===== src/rav_pkg.sv =====
// Shared constants and types for the rotated box volume block.
package rav_pkg;

  localparam int COEF_W    = 16;
  localparam int FRAC_BITS = 14;
  localparam int CFG_W     = 48;
  localparam int CFG_IDX_W = 2;
  localparam int NUM_ROWS  = 3;
  localparam int VOL_W     = 53;

  typedef logic [CFG_W-1:0] cfg_row_t;

  localparam logic [CFG_IDX_W-1:0] REG_ROW_X = 2'd0;
  localparam logic [CFG_IDX_W-1:0] REG_ROW_Y = 2'd1;
  localparam logic [CFG_IDX_W-1:0] REG_ROW_Z = 2'd2;

  localparam cfg_row_t ROW_X_RESET = 48'h4000_0000_0000;
  localparam cfg_row_t ROW_Y_RESET = 48'h0000_4000_0000;
  localparam cfg_row_t ROW_Z_RESET = 48'h0000_0000_4000;

endpackage


===== src/rav_back.sv =====
// Back end: tracks per-axis extremes and multiplies the extents into a volume.
module rav_back #(
  parameter int COORD_WIDTH = 16
) (
  input  logic                       clk,
  input  logic                       rst,
  input  logic                       q_valid,
  output logic                       q_pop,
  input  logic [3*(COORD_WIDTH+2):0] q_data,
  output logic                       out_valid,
  input  logic                       out_stall,
  output logic [rav_pkg::VOL_W-1:0]  box_volume
);
  import rav_pkg::*;

  localparam int PW = COORD_WIDTH + 2;
  localparam int EW = PW;
  localparam int SW = (3 * EW > VOL_W) ? 3 * EW : VOL_W;

  logic signed [PW-1:0] axis_minimum [NUM_ROWS];
  logic signed [PW-1:0] axis_maximum [NUM_ROWS];
  logic                 set_open;
  logic signed [PW-1:0] min_next [NUM_ROWS];
  logic signed [PW-1:0] max_next [NUM_ROWS];
  logic signed [PW:0]   span [NUM_ROWS];
  logic                 q_last;

  logic [EW-1:0]   ext [NUM_ROWS];
  logic            v1;
  logic [2*EW-1:0] prod12;
  logic [EW-1:0]   ext3;
  logic            v2;
  logic [2*EW-1:0] part_lo;
  logic [2*EW-1:0] part_hi;
  logic            v3;
  logic [SW-1:0]   vol_sum;
  logic            en_out;
  logic            en3;
  logic            en2;
  logic            en1;

  assign q_last  = q_data[3*PW];
  assign en_out  = !out_valid || !out_stall;
  assign en3     = !v3 || en_out;
  assign en2     = !v2 || en3;
  assign en1     = !v1 || en2;
  assign q_pop   = q_valid && (!q_last || en1);
  assign vol_sum = SW'(part_lo) + (SW'(part_hi) << EW);

  always_comb begin
    logic signed [PW-1:0] p;
    for (int i = 0; i < NUM_ROWS; i++) begin
      p = $signed(q_data[i*PW +: PW]);
      min_next[i] = (!set_open || p < axis_minimum[i]) ? p : axis_minimum[i];
      max_next[i] = (!set_open || p > axis_maximum[i]) ? p : axis_maximum[i];
      span[i]     = (PW+1)'(max_next[i]) - (PW+1)'(min_next[i]);
    end
  end

  always_ff @(posedge clk) begin
    if (q_pop) begin
      axis_minimum <= min_next;
      axis_maximum <= max_next;
    end
    if (en1 && q_pop && q_last) begin
      for (int i = 0; i < NUM_ROWS; i++) begin
        ext[i] <= span[i][EW-1:0];
      end
    end
    if (en2) begin
      prod12 <= ext[0] * ext[1];
      ext3   <= ext[2];
    end
    if (en3) begin
      part_lo <= prod12[EW-1:0] * ext3;
      part_hi <= prod12[2*EW-1:EW] * ext3;
    end
    if (en_out) begin
      box_volume <= vol_sum[VOL_W-1:0];
    end
  end

  always_ff @(posedge clk) begin
    if (rst) begin
      set_open  <= 1'b0;
      v1        <= 1'b0;
      v2        <= 1'b0;
      v3        <= 1'b0;
      out_valid <= 1'b0;
    end else begin
      if (q_pop) begin
        set_open <= !q_last;
      end
      if (en1) begin
        v1 <= q_pop && q_last;
      end
      if (en2) begin
        v2 <= v1;
      end
      if (en3) begin
        v3 <= v2;
      end
      if (en_out) begin
        out_valid <= v3;
      end
    end
  end

endmodule


===== config.mk =====
export PLATFORM = sky130hd
export DESIGN_NAME = rav_back
export DESIGN_NICKNAME = d
export VERILOG_FILES = /design/src/rav_pkg.sv /design/src/rav_back.sv
export SDC_FILE = /design/constraint.sdc
export NUM_CORES = 2
export LEC_CHECK = 0
export BUFFER_PORTS_ARGS = -buffer_cell sky130_fd_sc_hd__buf_4
export CAP_MARGIN = 5
export CORE_MARGIN = 5
export CORE_UTILIZATION = 60
export CTS_CLUSTER_DIAMETER = 40
export DETAILED_ROUTE_END_ITERATION = 6
export MAX_ROUTING_LAYER = met4
export PLACE_DENSITY = 0.83
export REMOVE_ABC_BUFFERS = 1
export SETUP_SLACK_MARGIN = 0.2
export SLEW_MARGIN = 15
export SYNTH_ARGS = -nofsm -noshare
export SYNTH_HDL_FRONTEND = slang
export SYNTH_SLANG_ARGS = --single-unit

===== constraint.sdc =====
create_clock -name clk -period 11.21 [get_ports clk]
set_input_delay 2.242 -clock clk [delete_from_list [all_inputs] [get_ports clk]]
set_output_delay 2.242 -clock clk [all_outputs]
set_load 0.01 [all_outputs]

Word-level counts from Yosys, hierarchy flattened:

Memories as Yosys holds them, arrays and structs flattened. A register that Yosys moved wholly into a read port is not among the register bits.
Index checks and enable logic that the tools add are counted.

* multiply operators: 3
* reduce and logical (&&, ||, !) cells: 22
* $add $sub $neg: 4
* order comparisons: 6
* multiplexer cells: 8

Operators with widths (number)
* $mux 18: 6
* $mul 18x18->36: 2
* $gt 18x18->1: 3
* $lt 18x18->1: 3
* $sub 18x18->18: 3
* $add 36x53->53: 1
* $mul 18x18->35: 1
* $logic_or 1x1->1: 11
* $logic_not 1->1: 7
* $logic_and 1x1->1: 4
* $mux 1: 2

* memories: 1
* input port bits: 59
* bits in registers: 273
* RAM bits: 54
* output and inout port bits: 55

Memories
* ext: words 3, width 18, rd ports 3, clocked after Yosys merged registers in 1, wr ports 3, line rav_back.sv:28 `logic [EW-1:0] ext [NUM_ROWS];`

Depth between registers and ports, before layout:

* depth after elaboration: 11
* depth in mapped cells: 25
* mapped depth without buffers: 23

Least setup slack after synthesis:

OpenSTA, ideal clock, no wires.

* path kind: input -> output
* from: input out_stall
* to: output q_pop
* stages: 3
* arrival: 5.088 ns
* setup slack: 3.880 ns
* path through: and3_1 nand3_1 o21a_1

* word-level cells in the longest chain between the ends: 7

RTL lines
* start, declared: line rav_back.sv:11 `input logic out_stall,`
* $logic_not 1->1: line rav_back.sv:43 `assign en_out = !out_valid || !out_stall;`
* $logic_or 1x1->1: line rav_back.sv:43
* $logic_or 1x1->1: line rav_back.sv:44 `assign en3 = !v3 || en_out;`
* $logic_or 1x1->1: line rav_back.sv:45 `assign en2 = !v2 || en3;`
* $logic_or 1x1->1: line rav_back.sv:46 `assign en1 = !v1 || en2;`
* $logic_or 1x1->1: line rav_back.sv:47 `assign q_pop = q_valid && (!q_last || en1);`
* $logic_and 1x1->1: line rav_back.sv:47
* end, declared: line rav_back.sv:8 `output logic q_pop,`

No other way between the ends.

Worst setup path after layout:

* from: register prod12[11]
* to: register part_lo[34] (data pin)

* word-level cells in the longest chain between the ends: 1

RTL lines
* start, declared: line rav_back.sv:30 `logic [2*EW-1:0] prod12;`
* start signal, assigned: line rav_back.sv:71 `prod12 <= ext[0] * ext[1];`
* $mul 18x18->36: line rav_back.sv:75 `part_lo <= prod12[EW-1:0] * ext3;`
* end signal, assigned: line rav_back.sv:75
* end, declared: line rav_back.sv:33 `logic [2*EW-1:0] part_lo;`

No other way between the ends.
A chain may end at the register's enable or synchronous reset.

==> results_dict.tcl <==
set metrics [dict create \
    end_kind "flop" \
    rsz0062_at_grt "no" \
    cts_buffer_depth 3 \
    arrival_ps 7480 \
    ios 114 \
    core_area_mm2 0.0807 \
    fin_tns_setup_ps 0 \
    die_area_mm2 0.0872 \
    wl_um 109000 \
    cts_hold_buf 0 \
    cts_setup_buffers 0 \
    fill_cells 6222 \
    h-tree-depth 2 \
    seq_area_mm2 0.0103 \
    final_hold_viol_count 0 \
    multiInputGateArea_mm2 0.0338 \
    netlist_area_mm2 0.0489 \
    cts_resized 0 \
    hp-class "flop to flop" \
    finalInstanceArea_mm2 0.0527 \
    synth_area_leaders "fa_1, edfxtp_1, ha_1" \
    vias 34400 \
    cts_sinks 345 \
    crit_path_max_fanout 18 \
    maxSlewViolCount 0 \
    r2r_cells 18 \
    crit_path_start_kind "flop" \
    antenna_found_initial 1 \
    synthCells 5007 \
    cts_tree "yes" \
    synth_enable_flop_cells 340 \
    clk_latency_ps 650 \
    io_buffers 113 \
    drc 0 \
    synth_flop_cell "edfxtp_1" \
    finClkSkew_ps 57.8 \
    cts_made_buffers 58 \
    grt_start_max_net_pins 68 \
    seq_area_frac_synth_pct 21.1 \
    syn_avg_cell_area_um2 9.76 \
    grt_pass1_vias 37500 \
    tightest_slew_ps 1160 \
    gp_congestion 0.903 \
    clk_pin_slew_ps 60 \
    maxCapViolCount 0 \
    synth_top_area_cell "fa_1" \
    via_per_inst 5.61 \
    start_util_pct 60.6 \
    area_growth_pct 7.83 \
    die_y_um 295 \
    ys_ff_latch 345 \
    place_area_mm2 0.0506 \
    ys_top_cells_by_count "inv_1, fa_1, nand2_1" \
    ctsRootBufferMaster "clkbuf_16" \
    grt.total_usage_pct 26.4 \
    wl_per_cell_um 17.8 \
    synth.distinct_cells 78 \
    async_flop_share_pct 0 \
    ant_nets 0 \
    min_period_ps 7150 \
    yosysMostFrequentCell "inv_1" \
    status "finished clean" \
    finalCritPeriodShare_pct 63.8 \
    rows 104 \
    die_w_um 295 \
    grt_overflow 0 \
    worstHoldPathCells 0 \
    crit_required_ps 11540 \
    hpwl_um 83100 \
    setup_viol 0 \
    fin_nets 6360 \
    grt_pass1_wl_um 183000 \
    max_clock_freq_mhz 140 \
    drive_gt1_share_pct 5.79 \
    initialDrtViolationCount 2099 \
    synth.top_cell.area_share_pct 31.6 \
    relSlewSlack_pct 20.6 \
    yosysWarnings 0 \
    path_class "flop to flop" \
    drt_pass1_iterations 5 \
]
==> worst max-delay path, stage by stage (launching register included) <==
cell and delay, ps:
edfxtp_1 900, nand2_1 180, fa_1 540, fa_1 470
fa_1 550, inv_1 50, fa_1 490, fa_1 510
inv_1 60, fa_1 500, inv_1 50, ha_1 350
nand4_1 150, a2111oi_0 1030, o21ai_0 350, or3b_2 310
nand3_1 70, o21ai_0 200, xor2_1 90
==> per-stage QoR <==
step / instances / hold slack [ps] / setup slack, ps / utilization, %
6_report: 6139 / 418 / 4060 / 65.3
5_1_grt: 6139 / 424 / 3730 / 65.3
4_1_cts: 6138 / 416 / 4070 / 65.3
3_5_place_dp: 6030 / 405 / 3900 / 62.7
3_3_place_gp: 6030 / 402 / 4100 / 62.7
2_1_floorplan: 4828 / 400 / 3880 / -
==> flip-flops by register name, summed over array words and instances, names as in the netlist <==
| signal | flops |
|---|---|
| part_lo | 36 |
| out_valid | 1 |
| ext | 54 |
| prod12 | 36 |
| box_volume | 53 |
| axis_maximum | 54 |
| part_hi | 35 |
| set_open | 1 |
| v3 | 1 |
| ext3 | 18 |
| axis_minimum | 54 |
| v2 | 1 |
| v1 | 1 |
==> layout by cell type, fill, tap and decap left out, types with 6 or more instances in the layout <==
| master | instances |
|---|---|
| inv_1 | 1099 |
| fa_1 | 771 |
| nand2_1 | 683 |
| ha_1 | 500 |
| and2_1 | 415 |
| edfxtp_1 | 340 |
| buf_4 | 142 |
| a21oi_1 | 137 |
| xnor2_1 | 125 |
| o21ai_0 | 122 |
| nor2_1 | 85 |
| a21o_1 | 71 |
| clkbuf_16 | 58 |
| mux2i_1 | 54 |
| nand3_1 | 40 |
| xor2_1 | 39 |
| nand4_1 | 25 |
| nor3_1 | 25 |
| a211oi_1 | 23 |
| nor2b_1 | 22 |
| and3_1 | 20 |
| o21a_1 | 20 |
| nand2b_1 | 19 |
| mux2_2 | 18 |
| o21bai_1 | 16 |
| inv_6 | 12 |
| or3_1 | 11 |
| a21boi_0 | 11 |
| a31oi_1 | 10 |
| bufinv_16 | 9 |
| o2111ai_1 | 8 |
| o31a_1 | 8 |
| clkinvlp_4 | 8 |
| o211ai_1 | 7 |
| a41o_1 | 6 |
| o41ai_1 | 6 |
| a31o_2 | 6 |
==> path summary, 6_finish.rpt <==
check | startpoint | to | slack [ps]
max | prod12[11] | part_lo[34] | 4060
min | part_lo[2] | box_volume[2] | 420
max reg2reg | prod12[11] | part_lo[34] | 4060
min reg2reg | part_lo[2] | box_volume[2] | 420
==> layout make-up <==
cell class	count	share of cell area (%)
multi-input combinational	3382	64.1
sequential	345	19.6
inverter	1101	7.85
clock buffer	60	2.77
tap	1060	2.52
timing repair buffer	142	2.02
clock inverter	48	1.19
antenna	1	0.00475
==> layer usage <==
metal	share of wire (%)	track usage, %	vias to the layer above
li1	-	-	15700
met1	39	32.9	17000
met2	48	44.0	1448
met3	8.7	5.15	339
met4	3.5	8.67	0
met5	0	-	-
==> kinds of logic after synthesis <==
kind of cell,after synthesis,synth area share (%)
buffers and inverters,1280,9.85
muxes,72,1.52
AOI/OAI and AO/OA,501,6.60
adders and majority gates,1271,44.4
xor gates and xnor gates,165,2.99
and+or+nand+nor,1373,13.6
DFF,345,21.1
Power is not shown: default switching activity piles up to over one toggle a cycle in this logic, so the estimate is an artifact.
