==> config.mk <==
export PLATFORM = sky130hd
export DESIGN_NAME = rav_fifo
export DESIGN_NICKNAME = d
export VERILOG_FILES = /design/src/rav_fifo.sv
export SDC_FILE = /design/constraint.sdc
export NUM_CORES = 1
export LEC_CHECK = 0
export BUFFER_PORTS_ARGS = -buffer_cell sky130_fd_sc_hd__buf_2
export CAP_MARGIN = 10
export CORE_MARGIN = 2
export CORE_UTILIZATION = 53
export CTS_BUF_LIST = sky130_fd_sc_hd__clkbuf_8
export CTS_CLUSTER_DIAMETER = 50
export DETAILED_ROUTE_END_ITERATION = 6
export GPL_ROUTABILITY_DRIVEN = 0
export GPL_TIMING_DRIVEN = 0
export PLACE_DENSITY = 0.83
export RECOVER_POWER = 50
export SETUP_SLACK_MARGIN = 0.15
export SLEW_MARGIN = 20
export SYNTH_ARGS = -nofsm -noshare
export SYNTH_HDL_FRONTEND = slang
export SYNTH_SLANG_ARGS = --single-unit
==> constraint.sdc <==
create_clock -name clk -period 2.1 [get_ports clk]
set_input_delay 0.315 -clock clk [delete_from_list [all_inputs] [get_ports clk]]
set_output_delay 0.315 -clock clk [all_outputs]
set_load 0.05 [all_outputs]
==> src/rav_fifo.sv <==
// Short transaction queue between the projection front and the volume back.
module rav_fifo #(
  parameter int WIDTH = 55,
  parameter int DEPTH = 4
) (
  input  logic             clk,
  input  logic             rst,
  input  logic             push,
  input  logic [WIDTH-1:0] push_data,
  output logic             ready,
  input  logic             pop,
  output logic             valid,
  output logic [WIDTH-1:0] head
);

  localparam int PTR_W = (DEPTH > 1) ? $clog2(DEPTH) : 1;
  localparam int CNT_W = $clog2(DEPTH + 1);

  logic [WIDTH-1:0] mem [DEPTH];
  logic [PTR_W-1:0] wr_ptr;
  logic [PTR_W-1:0] rd_ptr;
  logic [CNT_W-1:0] count;
  logic             do_push;
  logic             do_pop;

  assign ready   = (count != CNT_W'(DEPTH));
  assign valid   = (count != '0);
  assign do_push = push && ready;
  assign do_pop  = pop && valid;
  assign head    = mem[rd_ptr];

  always_ff @(posedge clk) begin
    if (do_push) begin
      mem[wr_ptr] <= push_data;
    end
  end

  always_ff @(posedge clk) begin
    if (rst) begin
      wr_ptr <= '0;
      rd_ptr <= '0;
      count  <= '0;
    end else begin
      if (do_push) begin
        wr_ptr <= (wr_ptr == PTR_W'(DEPTH - 1)) ? '0 : wr_ptr + 1'b1;
      end
      if (do_pop) begin
        rd_ptr <= (rd_ptr == PTR_W'(DEPTH - 1)) ? '0 : rd_ptr + 1'b1;
      end
      unique case ({do_push, do_pop})
        2'b10:   count <= count + 1'b1;
        2'b01:   count <= count - 1'b1;
        default: count <= count;
      endcase
    end
  end

endmodule

Word level (Yosys, flattened, before mapping)
Memories as Yosys holds them, arrays and structs flattened. A register that Yosys moved wholly into a read port is not among the register bits.
Index checks and enable logic that the tools add are counted.
W data, S select, Z words.
Storage, ports and cells
  flip-flop bits (word level): 7
  bits in writable memories: 220
  output and inout port bits: 57
  logic and storage cells: 24
  memories: 1
Cells by class
  add/sub/neg operators: 4
  equality and inequality tests: 5
  mux-type cells: 7
  reductions and logical operators: 4
Memories
  mem: depth 4, width 55, rd ports 1, clocked after memory_dff 1, write ports 1, RTL line 19  | logic [WIDTH-1:0] mem [DEPTH];
Operators with widths (count)
  $mux W2: 4
  $eq A2 B2 Y1 const B: 3
  $pmux W3 S2: 1
  $add A2 B1 Y2 const B: 2
  $add A3 B1 Y3 const B: 1
  $ne A3 B3 Y1 const B: 1
  $reduce_bool A3 Y1: 1
  $sub A3 B1 Y3 const B: 1
  $eq A2 B1 Y1 const B: 1
  $logic_and A1 B1 Y1: 2
  $mux W1: 2
  $reduce_bool A2 Y1: 1

Longest topological paths before layout
Gate-level depths: netlist (run 1).
  depth in word-level cells: 4
  gate-level depth with buffers: 9
  depth with buffers taken out: 8

Worst setup path after synthesis (run 1)
OpenSTA, ideal clock, no wires.
  kind: register to register
  start: register count[2]
  end: register count[2]
  library setup time: 70 ps
  arrival: 2228 ps
  slack: -198 ps
  stages on the path, launching flop included: 10
  buffers on the path: 1
  cells stage by stage: dfxtp_1 -> or3b_1 -> buf_6 -> nand2_2 -> ha_1 -> inv_1 -> fa_1 -> xor2_1 -> or3_2 -> a21oi_1
On the way
  cells in the longest elaborated chain, start to end: 4
  elaborated cells on any way between the ends: 10
  classes of those cells: add/sub (2); eq/ne (3); mux (1); reduce/logical (4)
RTL lines
  start: declaration: RTL line 22  | logic [CNT_W-1:0] count;
  start signal: assignment: RTL line 51  | 2'b10: count <= count + 1'b1;
  start signal: assignment: RTL line 52  | 2'b01: count <= count - 1'b1;
  start signal: assignment: RTL line 53  | default: count <= count;
  $ne A3 B3 Y1 (*): RTL line 26  | assign ready = (count != CNT_W'(DEPTH));
  named net ready: RTL line 10  | output logic ready,
  $logic_and A1 B1 Y1 (*): RTL line 28  | assign do_push = push && ready;
  $eq A2 B1 Y1 or $eq A2 B2 Y1 (tied branches): RTL line 50  | unique case ({do_push, do_pop})
  $pmux W3 S2 or $reduce_bool A2 Y1 (tied branches)
Mark *: on every way through the listed nets, which the timed path passes. The rest lies on a longest branch.
A chain may end at the register's enable or synchronous reset.

==> results of run 1 <==
[cell type report]
| cell class | count | area, sq um |
|---|---|---|
| inverter | 6 | 22.5 |
| clock inverter | 26 | 164 |
| buffer | 14 | 173 |
| timing repair buffer | 153 | 1340 |
| multi-input combinational | 93 | 1600 |
| clock buffer | 37 | 509 |
| tap | 216 | 270 |
| fill | 1006 | 4840 |
| sequential | 229 | 6790 |
[layer usage]
layer / wire, microns / track usage / up-vias
met4: 279 / 0.0740 / 0
met1: 6470 / 0.233 / 2184
li1: - / - / 1842
met2: 8540 / 0.312 / 114
met3: 797 / 0.0431 / 22
met5: 0 / 0 / -
[worst max path at each step]
stage	startpoint	end
floorplan	count[0]$_SDFFE_PP0P_	count[2]$_SDFFE_PP0P_
global placement	count[1]$_SDFFE_PP0P_	mem[3][30]$_DFFE_PP_
detailed placement	count[0]$_SDFFE_PP0P_	count[2]$_SDFFE_PP0P_
CTS	flip-flop	head[51]
global route	flip-flop	head[13]
finish	flip-flop	head[52]
[cells in the mapped netlist (2+ instances only)]
cell type	n
a21oi_1	3
and3_2	4
buf_2	5
buf_4	6
dfxtp_1	9
edfxtp_1	220
ha_1	6
inv_1	6
mux2i_1	2
mux4_2	55
nand2b_1	2
nor2_1	4
or3_1	2
or3_2	2
xor2_1	2
[per-stage QoR]
stage | power (mW) | cells | cell area, sq um | util
floorplan | 8.69 | 339 | 8440 | -
global placement | 9.45 | 669 | 9290 | 0.591
detailed placement | 9.59 | 673 | 9380 | 0.597
CTS | 14.1 | 767 | 10900 | 0.691
global route | 14.7 | 774 | 10900 | 0.692
finish | 14.1 | 774 | 10900 | 0.692
[cell families (layout without fill, tap and decap cells)]
kind of cell               after synthesis  after routing
buffers and inverters                   20            236
AOI/OAI and AO/OA                        7              7
muxes                                   57             57
xor gates and xnor gates                 2              2
DFF                                    229            229
adders and majority gates                7              7
and+or+nand+nor                         17             20
[timing repair]
item / CTS / global route
setup endpoints to repair: 57 / 72
cloned: 1 / 4
pin swaps: 5 / 4
endpoints found under the hold margin: 69 / 0
buffers inserted: 9 / 3
resized for setup: 152 / 8
hold buffers: 21 / 0
[power breakdown]
part           switching (mW)  total [mW]  internal (mW)
registers               0.126        5.63           5.50
logic                    2.87        5.01           2.13
clock network            1.60        3.49           1.89
[state kept, by name, summed over array words and instances, names as in the netlist, named ones only]
register  count
mem         220
count         3
rd_ptr        2
wr_ptr        2
[placed cells by master (no fill, tap or decap), types with 2 or more instances in the layout]
| master | count |
|---|---|
| edfxtp_1 | 220 |
| clkbuf_1 | 57 |
| buf_6 | 56 |
| mux4_2 | 55 |
| clkbuf_8 | 37 |
| dlygate4sd3_1 | 21 |
| inv_1 | 15 |
| buf_12 | 11 |
| buf_4 | 10 |
| clkinv_1 | 7 |
| dfxtp_1 | 6 |
| buf_8 | 6 |
| ha_1 | 5 |
| clkinv_2 | 5 |
| and3_4 | 4 |
| nor2_1 | 3 |
| and3_2 | 3 |
| or3_4 | 2 |
| xor2_1 | 2 |
| or3_1 | 2 |
| a21oi_2 | 2 |
| mux2i_1 | 2 |
| nand2b_1 | 2 |
| clkinvlp_4 | 2 |
| bufinv_16 | 2 |
| dfxtp_2 | 2 |
| buf_2 | 2 |
[worst max-delay path: cells and delay by family (launching register included)]
kind	cells	cell delay (ns)
buffers and inverters	3	0.50
DFF	1	0.37
muxes	1	0.54
==> flow_summary.yaml, run 1 <==
status:
  status: "finished, violations left"
  failed_checks: "setup timing"
yosys:
  synth_xor_area_frac: 0.00208
  syn_area_sq_um: 8420
  synth_top_area_share: 0.785
  synthSimpleGateAreaFrac: 0.0123
  netlist-cell-type-count: 26
  yosys-top-cells-area: "edfxtp_1 (78%), mux4_2 (15%), dfxtp_1 (2.1%), ha_1 (0.89%), buf_4 (0.54%)"
  dominantRegCellSynth: "edfxtp_1"
  yosys.area.top_type: "edfxtp_1"
  muxShareOfSynthArea: 0.150
  netlist_instances: 339
  ys_async_sr_fraction: 0
  synth_top_family_by_area: "multiplexers"
  synth_nets: 405
  yosys_warnings: 0
  yosys.area_share.adder: 0.0113
  syn_area_per_cell_sq_um: 24.8
  ys_ff_latch: 229
  synth_edf_count: 220
  yosysSeqAreaShare: 0.806
  synth_compound_area_frac: 0.00535
route:
  avgViaCountPerCell: 5.38
  drt_iter0_drc: 287
  remaining_drc_errors: 0
  wl_per_cell_microns: 20.8
  num_vias: 4162
  ant_nets: 0
  firstDrtPassIters: 4
  finalWirelength_microns: 16100
worst_setup_path:
  regToRegSetupSlack_ns: -0.09
  cp.arrival_ns: 1.90
  r2r_start: "count[2]$_SDFFE_PP0P_"
  cp_common_cell: "buf_12"
  cp_cell_sequence: "buf_12 > buf_12 > mux4_2 > buf_6"
  worst_setup_path_end_kind: "primary output"
  ff2ff_path_depth: 9
  slowest_stage: "mux4_2"
  rr_endpoint: "count[2]$_SDFFE_PP0P_"
  worstPathRequired_ns: 1.78
  start_kind: "flip-flop"
  cp_max_fo: 10
  slowest_delay_ns: 0.54
  critPathKind: "flip-flop to primary output"
min_path:
  hold_end: "mem[1][0]$_DFFE_PP_"
  hold_path_class: "input port to flip-flop"
  worst_hold_startpoint: "push_data[0]"
  hold_depth: 1
global_route:
  grt_max_degree: 29
  grt.overflow.total: 0
  grtUsageTotal: 0.184
  antenna_found_initial: 0
  grt_pass1_vias: 4474
  grt_pass1_wl_microns: 23200
die:
  die_y_microns: 130
  core-area_sq_um: 15700
  start_util: 0.536
  die-area_sq_um: 16900
  die_w_microns: 130
  pin_count: 116
  rows: 46
timing:
  rsz0062_at_grt: "yes"
  worst_pin_slew_ns: 0.507
  min_period_ns: 2.21
  drv_slew: 0
  post-route-period-util: 1.05
  max_freq_mhz: 452
  finalSetupViolations: 56
  tns_ns: -4.14
  max-slew-margin-rel: 0.659
  holdWs_ns: 0.0737
  hold_viol: 0
  fin_worst_skew_ns: 0.0228
  layout_setup_ws_ns: -0.114
final_layout:
  layout-drive-gt1-share: 0.375
  syn2layout_area_growth_pct: 29.1
  diodes: 0
  final_nets: 599
cts:
  cts_tree: "done"
  clkLatencyLatePin_ns: 0.51
  cts-buffers-inserted: 36
  ctsHtreeMaxLevel: 2
  clock_path_buffers: 3
  cts_root_buffer: "clkbuf_8"
  clkTransAtPathRegs_ns: 0.06
  cts.sinks: 229
place:
  dp_slack_ns: -0.0887
  portBuffers: 114
  dp_hpwl_microns: 8880
power_and_ir_drop:
  powerDensity_nw_per_um2: 1300
  power.leakage_nw: 3.65
  ir_worst_vdd_v: 0.00115
run:
  cap_violations: 0
No activity file was read; power rests on OpenSTA's default activity.
==> inputs of run 2 (changes only) <==
--- a/config.mk
+++ b/config.mk
@@ -11,12 +11,12 @@
 export CORE_UTILIZATION = 53
 export CTS_BUF_LIST = sky130_fd_sc_hd__clkbuf_8
 export CTS_CLUSTER_DIAMETER = 50
+export CTS_CLUSTER_SIZE = 28
 export DETAILED_ROUTE_END_ITERATION = 6
 export GPL_ROUTABILITY_DRIVEN = 0
 export GPL_TIMING_DRIVEN = 0
 export PLACE_DENSITY = 0.83
 export RECOVER_POWER = 50
-export SETUP_SLACK_MARGIN = 0.15
 export SLEW_MARGIN = 20
 export SYNTH_ARGS = -nofsm -noshare
 export SYNTH_HDL_FRONTEND = slang
==> run 2 against run 1 <==
Net effect:
- the flow still finishes with violations (setup timing)
- critical path type unchanged
- total power shrank 5.8%
- final area shrank 1.3%
- sequential power is essentially flat
- via count shrank 3.0%
- utilization shrank 0.92 points
- worst hold slack lost 0.0028 ns
- critical path depth is the same
- routed wire length shrank 7.1%
- sequential share of layout area grew 0.82 points
- flip-flop and latch count is the same
==> flow_summary.yaml, run 2 (synthesis gave the netlist of run 1 again) <==
power_and_ir_drop:
  power.leakage_nw: 3.52
  powerDensity_nw_per_um2: 1240
  ir_worst_vdd_v: 0.00122
die:
  rows: 46
  die_y_microns: 130
  die_w_microns: 130
  pin_count: 116
  start_util: 0.536
  core-area_sq_um: 15700
  die-area_sq_um: 16900
global_route:
  antenna_found_initial: 0
  grt_pass1_wl_microns: 23100
  grt_max_degree: 29
  grtUsageTotal: 0.181
  grt.overflow.total: 0
  grt_pass1_vias: 4337
place:
  dp_slack_ns: -0.0887
  portBuffers: 114
  place_area_sq_um: 9380
  dp_hpwl_microns: 8880
cts:
  ctsHtreeMaxLevel: 1
  clkTransAtPathRegs_ns: 0.11
  clock_path_buffers: 3
  clkLatencyLatePin_ns: 0.51
  cts_tree: "done"
  cts.sinks: 229
  cts-buffers-inserted: 19
  cts_root_buffer: "clkbuf_8"
worst_setup_path:
  cp.arrival_ns: 1.89
  worst_setup_path_end_kind: "primary output"
  cp_max_fo: 10
  start_kind: "flip-flop"
  critPathKind: "flip-flop to primary output"
  worstPathRequired_ns: 1.78
final_layout:
  final_nets: 593
  final_cell_mix: "edfxtp_1 (220), buf_6 (56), clkbuf_1 (56), mux4_2 (55), dlygate4sd3_1 (40)"
  top_register: "mem"
  top_regs: "mem: 220 flops, count: 3 flops"
  largest_register_ff_count: 220
  layout-drive-gt1-share: 0.349
  layout_commonest_cell: "edfxtp_1"
  fin_area_sq_um: 10700
  syn2layout_area_growth_pct: 27.4
  diodes: 0
run:
  cap_violations: 0
timing:
  worst_pin_slew_ns: 0.508
  layout_setup_ws_ns: -0.108
  max-slew-margin-rel: 0.661
  rsz0062_at_grt: "yes"
  finalSetupViolations: 55
  min_period_ns: 2.21
  max_freq_mhz: 453
  drv_slew: 0
  hold_viol: 0
  post-route-period-util: 1.05
  fin_worst_skew_ns: 0.0212
min_path:
  hold_path_class: "input port to flip-flop"
route:
  drt_iter0_drc: 251
  finalWirelength_microns: 14900
  ant_nets: 0
  firstDrtPassIters: 4
  remaining_drc_errors: 0
  avgViaCountPerCell: 5.35
  wl_per_cell_microns: 19.8
  num_vias: 4039
status:
  status: "finished, violations left"
  failed_checks: "setup timing"
-- run 2: cell count changes in the layout (fill, tap and decap cells not counted), sizes merged --
cell	change
and3	-3
buf	-3
bufinv	+1
clkbuf	-19
clkinv	-5
clkinvlp	-2
dlygate4sd3	+19
inv	-7
-- run 2: layout make-up --
class	instances	area [sq um]
Buffer	14	180
Clock buffer	20	275
Clock inverter	13	218
Fill cell	992	4990
Inverter	6	22.5
Multi-Input combinational cell	90	1580
Sequential cell	229	6790
Tap cell	216	270
Timing Repair Buffer	167	1390
-- run 2: worst max-delay path, cell delays in order (launching register included) --
cell	delay, ns
dfxtp_2	0.35
buf_12	0.15
buf_12	0.16
mux4_2	0.55
buf_6	0.18
-- run 2: timing repair --
action / CTS / global route
hold buffers: 38 / 2
endpoints found under the setup margin: 56 / 56
setup buffers: 8 / 1
endpoints found under the hold margin: 129 / 4
pin swaps: 3 / 1
resized for setup: 139 / 1
-- run 2: power by group --
group          switching, mW  internal (mW)  total [mW]
registers              0.110           5.49        5.60
clock network           1.57           1.37        2.94
logic                   2.81           1.95        4.76
-- run 2: worst paths after layout --
path | from | end | slack [ns] | cells past startpoint
worst max register to register | count[1]$_SDFFE_PP0P_ | count[2]$_SDFFE_PP0P_ | -0.03 | 9
worst min-delay path | push_data[7] | mem[3][7]$_DFFE_PP_ | 0.07 | 1
worst min register to register | rd_ptr[0]$_SDFFE_PP0P_ | flip-flop | 0.50 | 2
worst max-delay path | flip-flop | head[52] | -0.11 | 4
-- run 2: routing by layer --
| metal | track usage | vias up | wire (microns) |
|---|---|---|---|
| met3 | 0.0320 | 32 | 723 |
| li1 | - | 1811 | - |
| met4 | 0.0576 | 0 | 351 |
| met5 | 0 | - | 0 |
| met1 | 0.240 | 2072 | 6030 |
| met2 | 0.310 | 124 | 7840 |
-- run 2: per-stage QoR --
stage	hold slack, ns	TNS (ns)	power (mW)	std cells	utilization
after floorplan	0.414	-0.0192	8.69	339	-
after detailed placement	0.492	-0.0887	9.59	673	0.597
after global placement	0.470	-35.37	9.45	669	0.591
final	0.0709	-3.39	13.3	755	0.682
after CTS	0.000373	-5.61	13.4	752	0.685
after global routing	0.0568	-8.05	13.8	755	0.682
==> inputs of run 3 (changes only) <==
--- a/config.mk
+++ b/config.mk
@@ -8,14 +8,13 @@
 export BUFFER_PORTS_ARGS = -buffer_cell sky130_fd_sc_hd__buf_2
 export CAP_MARGIN = 10
 export CORE_MARGIN = 2
-export CORE_UTILIZATION = 53
-export CTS_BUF_LIST = sky130_fd_sc_hd__clkbuf_8
+export CORE_UTILIZATION = 51
 export CTS_CLUSTER_DIAMETER = 50
 export CTS_CLUSTER_SIZE = 28
 export DETAILED_ROUTE_END_ITERATION = 6
 export GPL_ROUTABILITY_DRIVEN = 0
 export GPL_TIMING_DRIVEN = 0
-export PLACE_DENSITY = 0.83
+export PLACE_DENSITY = 0.81
 export RECOVER_POWER = 50
 export SLEW_MARGIN = 20
 export SYNTH_ARGS = -nofsm -noshare
==> run 3 against run 2 <==
Net effect:
- the run still ends with setup timing left
- die area grew 3.8%
- via count is 2.8% lower
- sequential share of layout area rose by 1.2 points
- maximum frequency up 0.83%
- clock power rose by 20%
- clock skew shrank 0.0086 ns
- worst setup slack better by 0.018 ns
- worst hold slack improved by 0.010 ns
- first-iteration DRC count shrank 12%
- largest power group unchanged
==> flow_summary.yaml, run 3 (synthesis gave the netlist of run 1 again) <==
place:
  dp_hpwl_microns: 9500
  place_area_sq_um: 9380
  place_inst: 673
  dp_slack_ns: -0.0840
  portBuffers: 114
route:
  avgViaCountPerCell: 5.48
  drt_iter0_drc: 220
  ant_nets: 0
  finalWirelength_microns: 15600
  num_vias: 3926
  firstDrtPassIters: 4
  remaining_drc_errors: 0
  wl_per_cell_microns: 21.8
min_path:
  hold_depth: 1
  hold_path_class: "input port to flip-flop"
final_layout:
  final_nets: 554
  largest_register_ff_count: 220
  fin_cells: 716
  layout-drive-gt1-share: 0.380
  syn2layout_area_growth_pct: 25.2
  diodes: 0
  layout_commonest_cell: "edfxtp_1"
  final_util: 0.659
  top_register: "mem"
  fin_area_sq_um: 10500
  top_regs: "mem: 220 flops, count: 3 flops"
  final_cell_mix: "edfxtp_1 (220), buf_6 (56), clkbuf_1 (56), mux4_2 (55), clkbuf_16 (19)"
status:
  status: "finished, violations left"
  failed_checks: "setup timing"
power_and_ir_drop:
  power.leakage_nw: 3.45
  powerDensity_nw_per_um2: 1330
  p_total_mw: 14.0
  ir_worst_vdd_v: 0.00106
cts:
  cts.sinks: 229
  cts_root_buffer: "clkbuf_16"
  ctsHtreeMaxLevel: 1
  clock_path_buffers: 3
  cts-buffers-inserted: 18
  clkTransAtPathRegs_ns: 0.08
  cts_tree: "done"
  clkLatencyLatePin_ns: 0.49
  ctsHoldBuffers: 0
timing:
  layout_setup_ws_ns: -0.0895
  finalSetupViolations: 55
  drv_slew: 0
  rsz0062_at_grt: "yes"
  max-slew-margin-rel: 0.750
  hold_viol: 0
  worst_pin_slew_ns: 0.373
  holdWs_ns: 0.0811
  fin_worst_skew_ns: 0.0127
  tns_ns: -2.99
  max_freq_mhz: 457
  min_period_ns: 2.19
  post-route-period-util: 1.04
global_route:
  grt_pass1_vias: 4330
  grt.overflow.total: 0
  grt_max_degree: 36
  antenna_found_initial: 0
  grt_pass1_wl_microns: 23800
  grtUsageTotal: 0.178
worst_setup_path:
  slowest_delay_ns: 0.49
  worstPathRequired_ns: 1.78
  slowest_stage: "mux4_2"
  start_kind: "flip-flop"
  crit_family: "buffers and inverters"
  ff2ff_path_depth: 8
  path_depth: 4
  cp.arrival_ns: 1.87
  cp_max_fo: 5
  path_buf_inv: 3
  cp_cell_sequence: "bufbuf_16 > buf_4 > mux4_2 > buf_6"
  critPathKind: "flip-flop to primary output"
  worst_setup_path_end_kind: "primary output"
run:
  cap_violations: 0
die:
  pin_count: 116
  die-area_sq_um: 17500
  start_util: 0.526
  core-area_sq_um: 16000
  rows: 46
  die_w_microns: 132
  die_y_microns: 132
-- run 3: area by class of cell --
cell class / count / area [sq um]
sequential: 229 / 6800
fill: 1070 / 5460
multi-input combinational: 90 / 1580
timing repair buffer: 130 / 1060
clock buffer: 19 / 454
tap: 216 / 270
clock inverter: 13 / 181
buffer: 13 / 179
inverter: 6 / 22.5
-- run 3: timing repair --
item | CTS | global route
setup endpoints to repair | 53 | 57
endpoints found under the hold margin | 0 | 0
setup buffers | 7 | 3
gates cloned | 1 | 1
resized for setup | 140 | 5
pin swaps | 5 | 5
-- run 3: path summary, 6_finish.rpt --
path	slack [ns]	startpoint	to
worst min-delay path	0.08	push_data[22]	mem[3][22]$_DFFE_PP_
worst max-delay path	-0.09	flip-flop	head[45]
worst max register to register	-0.08	count[2]$_SDFFE_PP0P_	count[2]$_SDFFE_PP0P_
worst min register to register	0.50	rd_ptr[0]$_SDFFE_PP0P_	rd_ptr[0]$_SDFFE_PP0P_
-- run 3: report_power, final --
group	switching [mW]	internal, mW	total (mW)
clock network	1.71	1.84	3.54
registers	0.129	5.49	5.62
logic	2.82	1.99	4.80
total	4.65	9.32	14.0
-- run 3: routing by layer --
metal | track usage | vias to the layer above | share of wire
met5 | 0 | - | 0
met4 | 0.0621 | 0 | 0.024
met3 | 0.0310 | 26 | 0.046
met2 | 0.319 | 119 | 0.54
met1 | 0.220 | 2043 | 0.39
li1 | - | 1738 | -
